==> src/rtl/core/distinct_square_count_max_search_top_assert.svh <==
// Assertion macros for the distinct square counter.
// Included by distinct_square_count_max_search_top; no other dependencies.
`ifndef DISTINCT_SQUARE_COUNT_MAX_SEARCH_TOP_ASSERT_SVH
`define DISTINCT_SQUARE_COUNT_MAX_SEARCH_TOP_ASSERT_SVH
`ifndef NO_ASSERTIONS
`define DSQ_ASSERT_IMP(lbl, clk, rst, ant, cons, msg) \
  lbl: assert property (@(posedge clk) disable iff (rst) (ant) |-> (cons)) else $error(msg);
`define DSQ_ASSERT_NXT(lbl, clk, rst, ant, cons, msg) \
  lbl: assert property (@(posedge clk) disable iff (rst) (ant) |=> (cons)) else $error(msg);
`else
`define DSQ_ASSERT_IMP(lbl, clk, rst, ant, cons, msg)
`define DSQ_ASSERT_NXT(lbl, clk, rst, ant, cons, msg)
`endif
`endif

==> src/rtl/core/dsq_pkg.sv <==
// Shared constants and helper functions for the distinct square counter.
// No dependencies.
package dsq_pkg;

  localparam int MAX_BITS  = 63;
  localparam int HALF_BITS = MAX_BITS / 2;
  localparam int LEN_W     = 6;
  localparam int H_W       = $clog2(HALF_BITS + 1);
  localparam int POS_W     = $clog2(MAX_BITS);
  localparam int CNT_W     = 10;

  localparam logic [LEN_W-1:0] LEN_RESET = LEN_W'(16);

  // Full-width bit reversal; callers shift the result down to the live length.
  function automatic logic [MAX_BITS-1:0] reverse_word(input logic [MAX_BITS-1:0] w);
    logic [MAX_BITS-1:0] r;
    for (int k = 0; k < MAX_BITS; k++) begin
      r[k] = w[MAX_BITS-1-k];
    end
    return r;
  endfunction

endpackage

==> src/rtl/core/distinct_square_count_max_search_top.sv <==
// Distinct square counter with running maximum, top level.
// Depends on dsq_pkg and distinct_square_count_max_search_top_assert.svh.
//
// Each input word carries a candidate binary word whose low word_length bits
// are used; higher bits are masked off. The block first checks whether the
// word is the representative of its symmetry class (an odd word is dropped if
// it is below the complement of its reversal, an even word if it is above its
// reversal). For a kept word it counts distinct squares: for every half length
// h it walks every position p, compares the two adjacent h-bit segments, and
// counts an equal pair only if no earlier square of the same half length had
// the same root. One half-length and position pair is examined per cycle by a
// single shared compare unit; the duplicate check is a parallel compare of the
// current root against every earlier position flagged as a square. A kept word
// passes through a reversal step, a filter step, a scan of each half length (a
// setup step, then a step for each position) and a step that loads the result;
// a skipped word, or one shorter than two bits, goes from the filter straight to
// the load step. The sequencer then returns to its idle state before it can take
// the next word, and it waits in its last step for as long as the previous
// result is still held by the receiver. Input is taken only while the sequencer
// is idle, but a finished result sits in its own output register, so the next
// word is accepted while the previous result still waits. Input is stalled
// during reset. The running maximum is cleared by reset. The word_length
// register resets to 16 and must only be written while the block is idle.
module distinct_square_count_max_search_top (
  input  logic                          clk,
  input  logic                          rst,
  input  logic                          cfg_write_en,
  input  logic [dsq_pkg::LEN_W-1:0]     cfg_write_data,
  input  logic                          in_valid,
  output logic                          in_stall,
  input  logic [dsq_pkg::MAX_BITS-1:0]  word,
  output logic                          out_valid,
  input  logic                          out_stall,
  output logic [dsq_pkg::CNT_W-1:0]     square_count,
  output logic                          skipped,
  output logic                          new_max,
  output logic                          at_max,
  output logic [dsq_pkg::CNT_W-1:0]     running_max
);

  `include "distinct_square_count_max_search_top_assert.svh"

  // Sequencer states.
  localparam logic [2:0] ST_IDLE = 3'd0;
  localparam logic [2:0] ST_REV  = 3'd1;
  localparam logic [2:0] ST_FILT = 3'd2;
  localparam logic [2:0] ST_HINIT = 3'd3;
  localparam logic [2:0] ST_SCAN = 3'd4;
  localparam logic [2:0] ST_DONE = 3'd5;

  localparam logic [dsq_pkg::MAX_BITS-1:0]  ALL_ONES  = '1;
  localparam logic [dsq_pkg::HALF_BITS-1:0] HALF_ONES = '1;

  logic [2:0]                        state;
  logic [dsq_pkg::LEN_W-1:0]         word_length;
  logic [dsq_pkg::MAX_BITS-1:0]      w_reg;
  logic [dsq_pkg::MAX_BITS-1:0]      rev_reg;
  logic [dsq_pkg::MAX_BITS-1:0]      sa;
  logic [dsq_pkg::MAX_BITS-1:0]      sb;
  logic [dsq_pkg::HALF_BITS-1:0]     hmask;
  logic [dsq_pkg::H_W-1:0]           h;
  logic [dsq_pkg::POS_W-1:0]         p;
  logic [dsq_pkg::POS_W-1:0]         p_last;
  logic [dsq_pkg::MAX_BITS-1:0]      flags;
  logic [dsq_pkg::CNT_W-1:0]         cnt;
  logic                              skip_reg;
  logic [dsq_pkg::CNT_W-1:0]         best_count;

  logic [dsq_pkg::MAX_BITS-1:0]      word_mask;
  logic [dsq_pkg::LEN_W-1:0]         len_gap;
  logic                              skip_now;
  logic [dsq_pkg::MAX_BITS-1:0]      lane_hit;
  logic                              seen;
  logic                              seg_eq;
  logic [dsq_pkg::H_W:0]             h_inc;
  logic                              more_h;
  logic                              out_free;
  logic                              cnt_gt;
  logic [dsq_pkg::CNT_W-1:0]         best_next;

  // The mask, reversal shift and length gap all follow from the live length.
  assign len_gap   = dsq_pkg::LEN_W'(dsq_pkg::MAX_BITS) - word_length;
  assign word_mask = ALL_ONES >> len_gap;

  // Class filter: odd words against the complement of the reversal, even
  // words against the reversal itself.
  assign skip_now = w_reg[0] ? (w_reg < (~rev_reg & word_mask)) : (w_reg > rev_reg);

  // Shared segment compare: root at p against the segment that follows it.
  assign seg_eq = ~|((sa[dsq_pkg::HALF_BITS-1:0] ^ sb[dsq_pkg::HALF_BITS-1:0]) & hmask);

  // Duplicate check: each lane holds the segment at a fixed earlier position.
  for (genvar g = 0; g < dsq_pkg::MAX_BITS; g++) begin : g_lane
    logic [dsq_pkg::MAX_BITS-1:0] lane_word;
    assign lane_word   = w_reg >> g;
    assign lane_hit[g] = ~|((lane_word[dsq_pkg::HALF_BITS-1:0]
                             ^ sa[dsq_pkg::HALF_BITS-1:0]) & hmask);
  end
  assign seen = |(lane_hit & flags);

  // Another half length fits when twice it does not exceed the length.
  assign h_inc  = {1'b0, h} + (dsq_pkg::H_W + 1)'(1);
  assign more_h = {h_inc, 1'b0} <= (dsq_pkg::H_W + 2)'(word_length);

  assign out_free  = !out_valid || !out_stall;
  assign cnt_gt    = !skip_reg && (cnt > best_count);
  assign best_next = cnt_gt ? cnt : best_count;

  assign in_stall = rst || (state != ST_IDLE);

  always_ff @(posedge clk) begin
    if (rst) begin
      word_length <= dsq_pkg::LEN_RESET;
    end else if (cfg_write_en) begin
      word_length <= cfg_write_data;
    end
  end

  always_ff @(posedge clk) begin
    if (rst) begin
      state      <= ST_IDLE;
      best_count <= '0;
      out_valid  <= 1'b0;
    end else begin
      // A new result is loaded as the old one leaves or once the register is empty.
      if (state == ST_DONE && out_free) begin
        out_valid <= 1'b1;
      end else if (!out_stall) begin
        out_valid <= 1'b0;
      end
      case (state)
        ST_IDLE: begin
          if (in_valid) begin
            w_reg    <= word & word_mask;
            cnt      <= '0;
            skip_reg <= 1'b0;
            state    <= ST_REV;
          end
        end
        ST_REV: begin
          rev_reg <= dsq_pkg::reverse_word(w_reg) >> len_gap;
          state   <= ST_FILT;
        end
        ST_FILT: begin
          skip_reg <= skip_now;
          h        <= dsq_pkg::H_W'(1);
          if (skip_now || (word_length < dsq_pkg::LEN_W'(2))) begin
            state <= ST_DONE;
          end else begin
            state <= ST_HINIT;
          end
        end
        ST_HINIT: begin
          sa     <= w_reg;
          sb     <= w_reg >> h;
          hmask  <= HALF_ONES >> (dsq_pkg::H_W'(dsq_pkg::HALF_BITS) - h);
          p      <= '0;
          p_last <= word_length - dsq_pkg::POS_W'({h, 1'b0});
          flags  <= '0;
          state  <= ST_SCAN;
        end
        ST_SCAN: begin
          if (seg_eq && !seen) begin
            cnt      <= cnt + dsq_pkg::CNT_W'(1);
            flags[p] <= 1'b1;
          end
          if (p == p_last) begin
            h <= h_inc[dsq_pkg::H_W-1:0];
            if (more_h) begin
              state <= ST_HINIT;
            end else begin
              state <= ST_DONE;
            end
          end else begin
            p  <= p + dsq_pkg::POS_W'(1);
            sa <= sa >> 1;
            sb <= sb >> 1;
          end
        end
        ST_DONE: begin
          if (out_free) begin
            square_count <= cnt;
            skipped      <= skip_reg;
            new_max      <= cnt_gt;
            at_max       <= !skip_reg && (cnt == best_next);
            running_max  <= best_next;
            best_count   <= best_next;
            state        <= ST_IDLE;
          end
        end
        default: begin
          state <= ST_IDLE;
        end
      endcase
    end
  end

  // A skipped word reports nothing but the flag and the old maximum.
  `DSQ_ASSERT_IMP(a_skip_quiet, clk, rst, out_valid && skipped,
                  square_count == '0 && !new_max && !at_max, "skipped word with a result")
  // A word at the maximum reports the maximum as its count.
  `DSQ_ASSERT_IMP(a_at_max_count, clk, rst, out_valid && at_max,
                  square_count == running_max, "at_max without matching count")
  // The scan position never runs past the last position of its half length.
  `DSQ_ASSERT_IMP(a_scan_bound, clk, rst, state == ST_SCAN, p <= p_last,
                  "scan position beyond last position")
  // The running maximum never decreases.
  `DSQ_ASSERT_NXT(a_best_mono, clk, rst, 1'b1, best_count >= $past(best_count),
                  "running maximum decreased")

endmodule

==> config.mk <==
export PLATFORM = sky130hd
export DESIGN_NAME = distinct_square_count_max_search_top
export DESIGN_NICKNAME = d
export VERILOG_FILES = /design/src/rtl/core/dsq_pkg.sv /design/src/rtl/core/distinct_square_count_max_search_top.sv
export VERILOG_INCLUDE_DIRS = /design/src /design/src/rtl/core
export SDC_FILE = /design/constraint.sdc
export NUM_CORES = 2
export LEC_CHECK = 0
export BUFFER_PORTS_ARGS = -buffer_cell sky130_fd_sc_hd__buf_2
export CAP_MARGIN = 20
export CORE_ASPECT_RATIO = 0.7
export CORE_MARGIN = 1.5
export CORE_UTILIZATION = 35
export DETAILED_ROUTE_END_ITERATION = 7
export PLACE_DENSITY_LB_ADDON = 0.08
export SYNTH_ARGS = -nofsm -noshare
export SYNTH_HDL_FRONTEND = slang
export SYNTH_SLANG_ARGS = --single-unit
==> constraint.sdc <==
create_clock -name clk -period 10.8 [get_ports clk]
set_input_delay 1.62 -clock clk [delete_from_list [all_inputs] [get_ports clk]]
set_output_delay 1.62 -clock clk [all_outputs]
set_load 0.01 [all_outputs]
==> impl_metrics.prom <==
# TYPE chip_impl_metric gauge
chip_impl_info{name="status",value="finished with violations"} 1
chip_impl_info{name="violations_in_the_final_reports",value="max-slew violations"} 1
chip_impl_metric{name="finalNetCount",unit=""} 5875
chip_impl_metric{name="grt_overflow_total",unit=""} 0
chip_impl_metric{name="cts_buffers",unit=""} 53
chip_impl_metric{name="worstSkewPairLatency",unit="ns"} 0.80
chip_impl_info{name="ys_dominant_reg_cell",value="sky130_fd_sc_hd__edfxtp_1"} 1
chip_impl_metric{name="r2r_setup_slack",unit="ns"} 4.40
chip_impl_info{name="netlist.top_cell.by_area",value="sky130_fd_sc_hd__xor2_1"} 1
chip_impl_metric{name="multiplexer_area_fraction_after_synthesis",unit="%"} 6.58
chip_impl_metric{name="fp-row-count",unit=""} 118
chip_impl_metric{name="ctsLongestPathBuffers",unit=""} 3
chip_impl_metric{name="avg_wl_per_cell",unit="µm"} 39.8
chip_impl_metric{name="die-height",unit="µm"} 325
chip_impl_metric{name="clock.fmax",unit="MHz"} 156
chip_impl_metric{name="worst-r2r-cell-count",unit=""} 13
chip_impl_metric{name="antenna_found_initial",unit=""} 22
chip_impl_metric{name="vias_per_cell",unit=""} 6.73
chip_impl_metric{name="ys_warn_count",unit=""} 0
chip_impl_metric{name="power.density",unit="mW/mm²"} 107
chip_impl_metric{name="fillerInstances",unit=""} 15200
chip_impl_metric{name="period_share",unit="%"} 59.3
chip_impl_metric{name="post-synth-top-area-fraction",unit="%"} 25.0
chip_impl_metric{name="hold-path-cell-count",unit=""} 2
chip_impl_metric{name="drc",unit=""} 0
chip_impl_metric{name="horiz_die_dim",unit="µm"} 463
chip_impl_metric{name="dr.pass1.iters",unit=""} 8
chip_impl_metric{name="synth.distinct_cells",unit=""} 76
chip_impl_metric{name="post_synthesis_compound_gate_area_fraction",unit="%"} 19.1
chip_impl_metric{name="share_of_cells_above_drive_strength_1",unit="%"} 10.8
chip_impl_metric{name="share_of_flip_flops_with_an_asynchronous_set_or_reset_after_synthesis",unit="%"} 0
chip_impl_metric{name="timing.slew.headroom",unit="%"} -5.30
chip_impl_metric{name="finalClockSkew",unit="ns"} 0.0918
chip_impl_metric{name="setup_slack",unit="ns"} 4.40
chip_impl_info{name="clk_root_buf",value="sky130_fd_sc_hd__clkbuf_16"} 1
chip_impl_metric{name="die_area",unit="mm²"} 0.151
chip_impl_metric{name="final.setup.tns",unit="ns"} 0
chip_impl_metric{name="max_rail_drop_vdd",unit="mV"} 0.127
chip_impl_metric{name="first_global_vias",unit=""} 46700
chip_impl_metric{name="mappedNetlistNets",unit=""} 6219
chip_impl_info{name="start_kind",value="flip-flop"} 1
chip_impl_metric{name="num_vias",unit=""} 51700
chip_impl_info{name="worstSetupPathType",value="reg -> reg"} 1
chip_impl_metric{name="post-place-ws",unit="ns"} 4.63
chip_impl_metric{name="initial_utilization",unit="%"} 35.2
chip_impl_metric{name="ant_nets",unit=""} 0
chip_impl_metric{name="yosys.area_share.simple",unit="%"} 12.0
chip_impl_metric{name="dpl.cell_count",unit=""} 7571
chip_impl_metric{name="final-instance-count-excl-fill",unit=""} 7677
chip_impl_metric{name="grt_max_degree",unit=""} 150
chip_impl_metric{name="finalHoldViolCount",unit=""} 0
chip_impl_metric{name="groute.usage.overall",unit="%"} 38.8
chip_impl_metric{name="crit_fanout",unit=""} 63
chip_impl_metric{name="tightestPinTransition",unit="ns"} 1.58
chip_impl_metric{name="core_footprint",unit="mm²"} 0.148
chip_impl_metric{name="synth_edf_count",unit=""} 397
chip_impl_metric{name="synthCells",unit=""} 5994
chip_impl_metric{name="synthToLayoutAreaGrowth",unit="%"} 5.32
chip_impl_info{name="ys_top_cells_by_area",value="sky130_fd_sc_hd__xor2_1, sky130_fd_sc_hd__edfxtp_1, sky130_fd_sc_hd__a221oi_1"} 1
chip_impl_metric{name="post_synth_xor_area_fraction",unit="%"} 26.1
chip_impl_metric{name="netlist_area",unit="mm²"} 0.0519
chip_impl_metric{name="holdBufCountCts",unit=""} 0
chip_impl_metric{name="dp_hpwl",unit="µm"} 186000
chip_impl_metric{name="h-tree-depth",unit=""} 2
chip_impl_metric{name="arrival",unit="ns"} 6.74
chip_impl_metric{name="port_buffers",unit=""} 98
chip_impl_metric{name="routabilityCongestion",unit=""} 0.963
chip_impl_metric{name="cts.repair_timing.setup_buffer_count",unit=""} 0
chip_impl_metric{name="initialDrtViolationCount",unit=""} 9514
chip_impl_metric{name="setup_viol",unit=""} 0
chip_impl_metric{name="post_cts_resized",unit=""} 0
chip_impl_metric{name="report.final.slew_viol_count",unit=""} 1
chip_impl_metric{name="maxCapViolCount",unit=""} 0
chip_impl_metric{name="clk_sinks",unit=""} 417
chip_impl_info{name="tritoncts",value="built"} 1
chip_impl_metric{name="ioPinCount",unit=""} 99
chip_impl_metric{name="synth_sequential_area_ratio",unit="%"} 23.7
chip_impl_info{name="grt_setup_unrepaired",value="false"} 1
chip_impl_info{name="timing.hold.worst.class",value="reg -> reg"} 1
chip_impl_metric{name="synth-adder-area-share",unit="%"} 3.65
chip_impl_metric{name="finalCriticalPeriod",unit="ns"} 6.40
chip_impl_metric{name="required",unit="ns"} 11.14
chip_impl_metric{name="static-leakage-power",unit="nW"} 22.1
chip_impl_metric{name="routed_wirelength",unit="µm"} 305000
chip_impl_metric{name="syn_avg_cell_area",unit="µm²"} 8.66
chip_impl_metric{name="clk_pin_slew",unit="ns"} 0.06
chip_impl_metric{name="total_of_flip_flops_plus_latches_after_synthesis",unit=""} 417
chip_impl_metric{name="global_route_wire_length_before_repair",unit="µm"} 412000
chip_impl_info{name="synth_top_family_by_area",value="XOR/XNOR gates"} 1
chip_impl_info{name="endpoint_kind",value="flip-flop"} 1
cells by family (layout without fill, tap and decap cells):
group,after synthesis,count (layout)
mux,238,238
other cells,0,6
simple gates,1422,1422
fa+ha+maj,151,151
xor+xnor,1547,1547
flops,417,417
compound gates,1354,1354
buf+inv,865,562
per-stage QoR:
stage | instance area, µm² | total power [mW] | utilization [%] | hold WS, ns
floorplan | 51900 | 3.17 | - | 0.424
global placement | 52700 | 3.80 | 35.7 | 0.490
detailed placement | 52800 | 3.79 | 35.8 | 0.493
CTS | 54600 | 5.77 | 37.0 | 0.509
global route | 54700 | 6.00 | 37.0 | 0.526
finish | 54700 | 5.85 | 37.0 | 0.505
final cells by class:
type / count / area [µm²] / share of cell area [%]
multi-input combinational: 4712 / 35100 / 64.2
sequential: 417 / 12300 / 22.5
timing repair buffer: 360 / 2560 / 4.68
tap: 1980 / 2480 / 4.53
clock buffer: 62 / 1370 / 2.51
clock inverter: 34 / 442 / 0.808
inverter: 106 / 398 / 0.728
antenna: 6 / 15.0 / 0.0275
path summary, 6_finish.rpt:
path,startpoint,end
max reg2reg,sa[9],flags[62]
min reg2reg,sa[59],sa[58]
min,sa[59],sa[58]
max,sa[9],flags[62]
per-layer routing:
layer,routed length (µm),GRT usage [%]
met1,133000,56.3
met5,240,0.600
met2,109000,48.1
met4,14500,14.9
met3,48700,17.9
placed cells by master, fill, tap and decap left out, types with 30 or more instances in the layout:
cell type	Yosys	layout
sky130_fd_sc_hd__and2_1	31	30
sky130_fd_sc_hd__o21ai_0	204	204
sky130_fd_sc_hd__xor2_1	1484	1484
sky130_fd_sc_hd__a21o_1	31	31
sky130_fd_sc_hd__inv_1	100	100
sky130_fd_sc_hd__mux2i_1	114	114
sky130_fd_sc_hd__mux4_2	78	78
sky130_fd_sc_hd__a21oi_1	208	208
sky130_fd_sc_hd__nand4_1	126	126
sky130_fd_sc_hd__a22o_1	246	246
sky130_fd_sc_hd__o22ai_1	36	36
sky130_fd_sc_hd__nor3_1	31	30
sky130_fd_sc_hd__xnor2_1	63	63
sky130_fd_sc_hd__nor2b_1	30	30
sky130_fd_sc_hd__ha_1	150	150
sky130_fd_sc_hd__a221oi_1	315	315
sky130_fd_sc_hd__clkbuf_16	0	53
sky130_fd_sc_hd__nand3_1	74	74
sky130_fd_sc_hd__buf_4	181	247
sky130_fd_sc_hd__nand2_1	715	714
sky130_fd_sc_hd__and3_1	34	34
sky130_fd_sc_hd__a22oi_1	110	110
sky130_fd_sc_hd__nor2_1	311	309
sky130_fd_sc_hd__edfxtp_1	397	397
sky130_fd_sc_hd__mux2_2	46	46
sky130_fd_sc_hd__buf_2	217	103
Yosys cell counts, types with 34 or more instances:
| master | number |
|---|---|
| sky130_fd_sc_hd__buf_2 | 217 |
| sky130_fd_sc_hd__a22oi_1 | 110 |
| sky130_fd_sc_hd__buf_6 | 51 |
| sky130_fd_sc_hd__mux4_2 | 78 |
| sky130_fd_sc_hd__mux2_2 | 46 |
| sky130_fd_sc_hd__buf_1 | 42 |
| sky130_fd_sc_hd__clkbuf_1 | 268 |
| sky130_fd_sc_hd__nand3_1 | 74 |
| sky130_fd_sc_hd__o21ai_0 | 204 |
| sky130_fd_sc_hd__o22ai_1 | 36 |
| sky130_fd_sc_hd__xnor2_1 | 63 |
| sky130_fd_sc_hd__inv_1 | 100 |
| sky130_fd_sc_hd__edfxtp_1 | 397 |
| sky130_fd_sc_hd__ha_1 | 150 |
| sky130_fd_sc_hd__a21oi_1 | 208 |
| sky130_fd_sc_hd__a221oi_1 | 315 |
| sky130_fd_sc_hd__buf_4 | 181 |
| sky130_fd_sc_hd__and3_1 | 34 |
| sky130_fd_sc_hd__nor2_1 | 311 |
| sky130_fd_sc_hd__xor2_1 | 1484 |
| sky130_fd_sc_hd__a22o_1 | 246 |
| sky130_fd_sc_hd__mux2i_1 | 114 |
| sky130_fd_sc_hd__nand4_1 | 126 |
| sky130_fd_sc_hd__nand2_1 | 715 |
where the power goes:
part | switching (mW) | internal, mW
Sequential | 0.0723 | 1.85
Clock | 0.897 | 1.08
Combinational | 1.32 | 0.626
critical path, stage by stage, from the launching register on:
cell	delay, ns
sky130_fd_sc_hd__edfxtp_1	0.36
sky130_fd_sc_hd__buf_4	0.54
sky130_fd_sc_hd__buf_4	0.72
sky130_fd_sc_hd__xor2_1	0.19
sky130_fd_sc_hd__nand2_1	0.07
sky130_fd_sc_hd__nand2_1	0.27
sky130_fd_sc_hd__a221oi_1	0.12
sky130_fd_sc_hd__nand4_1	0.41
sky130_fd_sc_hd__o22ai_1	0.23
sky130_fd_sc_hd__nor4_1	0.87
sky130_fd_sc_hd__nand4_1	0.58
sky130_fd_sc_hd__nor4b_2	0.64
sky130_fd_sc_hd__or2_2	0.19
sky130_fd_sc_hd__buf_4	0.65
No activity file was read; power rests on OpenSTA's default activity.
